[src/rtl/pip_pkg.sv]
`default_nettype none

package pip_pkg;

	localparam int MAX_VERTICES = 32;
	localparam int ADDR_W       = $clog2(MAX_VERTICES);
	localparam int CNT_W        = $clog2(MAX_VERTICES + 1);
	localparam int COORD_W      = 24;
	localparam int DIFF_W       = COORD_W + 1;
	localparam int PROD_W       = 2 * DIFF_W;

	// item opcodes
	localparam logic [1:0] OP_CLEAR  = 2'd0;
	localparam logic [1:0] OP_APPEND = 2'd1;
	localparam logic [1:0] OP_TEST   = 2'd2;

	// result status codes
	localparam logic [1:0] ST_OK   = 2'd0;
	localparam logic [1:0] ST_FULL = 2'd1;
	localparam logic [1:0] ST_FEW  = 2'd2;

	typedef logic signed [COORD_W-1:0] coord_t;
	typedef logic signed [DIFF_W-1:0]  diff_t;
	typedef logic signed [PROD_W-1:0]  prod_t;

	typedef struct packed {
		logic [1:0] op;
		coord_t     coord_x;
		coord_t     coord_y;
	} item_t;

	typedef struct packed {
		logic       inside_res;
		logic [1:0] status;
	} result_t;

	typedef struct packed {
		coord_t x;
		coord_t y;
	} vertex_t;

	typedef struct packed {
		logic              wr_en;
		logic [ADDR_W-1:0] wr_addr;
		logic              rd_en;
		logic [ADDR_W-1:0] rd_addr;
	} vs_ctrl_t;

	typedef enum logic [2:0] {
		S_IDLE,
		S_FETCHJ,
		S_EDGE_A,
		S_EDGE_B,
		S_FINISH
	} state_t;

endpackage

`default_nettype wire

[src/rtl/pip_vstore.sv]
`default_nettype none

module pip_vstore
	import pip_pkg::*;
(
	input  wire logic     clk,
	input  wire vs_ctrl_t ctrl,
	input  wire vertex_t  wr_data,
	output vertex_t       rd_q
);

	vertex_t mem [MAX_VERTICES];

	always_ff @(posedge clk) begin
		if (ctrl.wr_en) begin
			mem[ctrl.wr_addr] <= wr_data;
		end
	end

	// hold read data until the next read
	always_ff @(posedge clk) begin
		if (ctrl.rd_en) begin
			rd_q <= mem[ctrl.rd_addr];
		end
	end

endmodule

`default_nettype wire

[config.mk]
export PLATFORM = sky130hd
export DESIGN_NAME = pip_vstore
export DESIGN_NICKNAME = d
export VERILOG_FILES = /design/src/rtl/pip_pkg.sv /design/src/rtl/pip_vstore.sv
export SDC_FILE = /design/constraint.sdc
export NUM_CORES = 1
export LEC_CHECK = 0
export BUFFER_PORTS_ARGS = -buffer_cell sky130_fd_sc_hd__clkbuf_2
export CAP_MARGIN = 20
export CORE_ASPECT_RATIO = 0.5
export CORE_MARGIN = 10
export CORE_UTILIZATION = 60
export CTS_CLUSTER_DIAMETER = 30
export CTS_CLUSTER_SIZE = 8
export DETAILED_ROUTE_END_ITERATION = 12
export PLACE_DENSITY_LB_ADDON = 0.15
export SLEW_MARGIN = 15
export SYNTH_ARGS = -nofsm -noshare
export SYNTH_HDL_FRONTEND = slang
export SYNTH_SLANG_ARGS = --single-unit
export TNS_END_PERCENT = 1
[constraint.sdc]
create_clock -name clk -period 4.5 [get_ports clk]
set_clock_uncertainty 0.15 [all_clocks]
set_input_delay 0.9 -clock clk [delete_from_list [all_inputs] [get_ports clk]]
set_output_delay 0.9 -clock clk [all_outputs]
set_load 0.005 [all_outputs]
==> flow_summary.ini <==
[sta]
maxClockFrequency_ghz = 0.382
timing_max_transition_violations_final = 0
setup_repair_after_global_routing_missed_its_margin = no
tightestPinTransition_ps = 1100
setup_violations = 0
post-route-period-util_pct = 58.2
finalWorstPathRequiredPeriod_ps = 2620
maxSlewHeadroom_pct = 26.3
finalSetupTns_ps = 0
finalWorstSetupSlack_ps = 1880
final-hold-violation-count = 0

[hold_path]
hold_path.class = primary input to flop

[clock_network]
cts-hold-fix-buffers = 0
htreeDepth = 4
post_cts.repair.setup_buffers = 0
cts_buffers = 221
root_buffer = clkbuf_16
clock_latency_ps = 790
cts.sinks = 1584
cts_tree = yes
cts.reportedPaths.clkPinSlew_ps = 50
clock_path_buffers = 3
post_cts.resized_instances = 0

[synth]
synthesis.area_per_instance_um2 = 18.2
yosys.cell_types.count = 25
mappedNetlistNets = 3425
yosys_warnings = 0
synth_top_flop_cell = edfxtp_1
synth.most_common_cell = edfxtp_1
post_synth_instance_area_um2 = 61200
synth_seq_area_share_pct = 77.7
synth_top_cells_by_count = edfxtp_1, mux2i_1, nand2_1, nand3_1
synth.area.top_cells = edfxtp_1, mux2i_1, a22oi_1
postSynthCellCount = 3364
synth_edf_count = 1584
synth_top_area_share_pct = 77.7
ys_async_sr_fraction_pct = 0
synth.ff_latch_count = 1584
post-synth-top-area-cell = edfxtp_1

[die]
initial_utilization_pct = 60.8
core_region_area_um2 = 101000
floorplan.die.width_um = 472
rows = 82
design.die.area_um2 = 116000
top_level_ports = 109
floorplan.die.height_um = 246

[drt]
detail_route.wirelength.met1_um = 61000
top_layer = met4
drtAntennaViolNets = 0
wl_per_cell_um = 29.1
routed-wl-met3_um = 12300
met2_wirelength_um = 69400
route.vias.total = 32254
dr.pass1.iters = 5
remaining_drc_errors = 0
drt_iter0_drc = 3789
post_drt_via_cell_ratio = 6.41
route.final.wire_length_um = 147000

[placed_design]
place.detailed.instances = 4772
place_hpwl_um = 73100
dpl_cell_area_um2 = 64200
preCtsSetupSlack_ps = 1110
place.port_buffers = 108
gp_routability_congestion = 0.764

[setup_path]
critPathMaxStageDelay_ps = 810
crit_buf_inv = 2
slowest_stage = buf_4
crit_type = primary input to flop
worst_ep_arrival_time_ps = 2860
timing.critical_path.fanout_max = 36
worst_path_dominant_cell_family = simple AND/OR/NAND/NOR gates
sort_of_element_at_the_start_of_the_critical_path = primary input
cp_cell_sequence = clkbuf_2 -> nand3b_1 -> nor2_4 -> buf_4
worst_ep_required_time_ps = 4750
cp-end-kind = flop

[job]
cap_viol_max_count = 0

[pwr]
pwr_density_cell_nw_per_um2 = 465
total_leakage_power_uw = 0.0247
p_total_uw = 32600
peakVddDrop_mv = 0.397

[global_routing]
global_route_wire_length_before_repair_um = 213000
overflow = 0
grt_antenna_before_repair = 1
grt_max_degree = 69
vias_in_the_first_global_route = 32324
grt_util_all_layers_pct = 25.0

[layout]
layout-drive-gt1-share_pct = 14.6
finalNetCount = 3712
layout_filler_cell_count = 6235
synthToLayoutAreaGrowth_pct = 14.6
finalNonFillerCells = 5035
final_area_um2 = 70100

[status]
outcome = completed
## layout make-up
class	instances	area [um^2]	share of cell area, %
antenna	1	2.50	0.00357
clock buffer	243	5780	8.25
clock inverter	19	159	0.227
multi-input combinational	1589	12700	18.1
sequential	1584	47600	67.8
tap	1344	1680	2.40
timing repair buffer	255	2260	3.22
## placed cells by master (no fill, tap or decap)
cell type | netlist | routed
diode_2 | 0 | 1
a22oi_1 | 144 | 144
or3b_2 | 3 | 3
nand3_1 | 146 | 146
a21oi_1 | 144 | 144
nand2_1 | 146 | 145
or2_4 | 0 | 1
nand2b_4 | 0 | 2
bufinv_16 | 0 | 2
clkbuf_16 | 0 | 229
a31oi_1 | 48 | 48
clkbuf_1 | 59 | 14
edfxtp_1 | 1584 | 1584
clkinv_2 | 0 | 4
and2b_4 | 0 | 1
nor2_4 | 0 | 33
and2_4 | 0 | 1
nor3_1 | 48 | 48
clkinv_1 | 0 | 7
nor2b_4 | 0 | 1
inv_6 | 0 | 6
a22o_1 | 96 | 96
nand3b_1 | 5 | 5
clkbuf_2 | 0 | 106
buf_4 | 38 | 100
nor2_1 | 34 | 1
mux2i_1 | 768 | 768
buf_12 | 0 | 48
or3_1 | 1 | 1
buf_8 | 2 | 1
nand2_4 | 0 | 1
## where the power goes
part	leakage, uW	switching (uW)	internal, uW	total, uW
Sequential	0.0143	58.1	16500	16600
Combinational	0.00748	985	518	1500
Clock	0.00292	5580	8960	14500
Total	0.0247	6620	26000	32600
## through the flow
step,util (%),hold WS (ps)
after floorplan,-,480
after global placement,63.8,511
after detailed placement,63.8,513
after CTS,69.7,383
after global routing,69.7,410
final,69.7,442
## logic make-up (layout without fill, tap and decap cells)
logic type | after synthesis | in the layout | synth area share [%]
AO/OA/AOI/OAI | 432 | 432 | 4.81
buffers and inverters | 191 | 517 | 2.05
flip-flops | 1584 | 1584 | 77.7
multiplexers | 768 | 768 | 12.6
other | 0 | 1 | 0
AND/OR/NAND/NOR | 389 | 389 | 2.87
## flip-flops by register name (all words and copies together) (netlist names)
name / cells
rd_q: 48
mem: 1536
## per-layer routing
metal  vias to the layer above  global-route usage [%]
met5                         -                       0
met1                     16496                    34.9
met4                         0                    8.79
li1                      13959                       -
met2                      1536                    39.8
met3                       263                    4.52
## path summary, 6_finish.rpt
kind                                  start           to  slack (ps)  depth (start not counted)
worst min-delay path                ctrl[5]     rd_q[11]         440                          1
worst max register to register   mem[1][15]     rd_q[15]        2830                          5
worst min register to register  mem[10][16]     rd_q[16]         510                          4
worst max-delay path                ctrl[6]  mem[26][28]        1880                          4
Note: power is estimated with default switching activity, not from simulation.
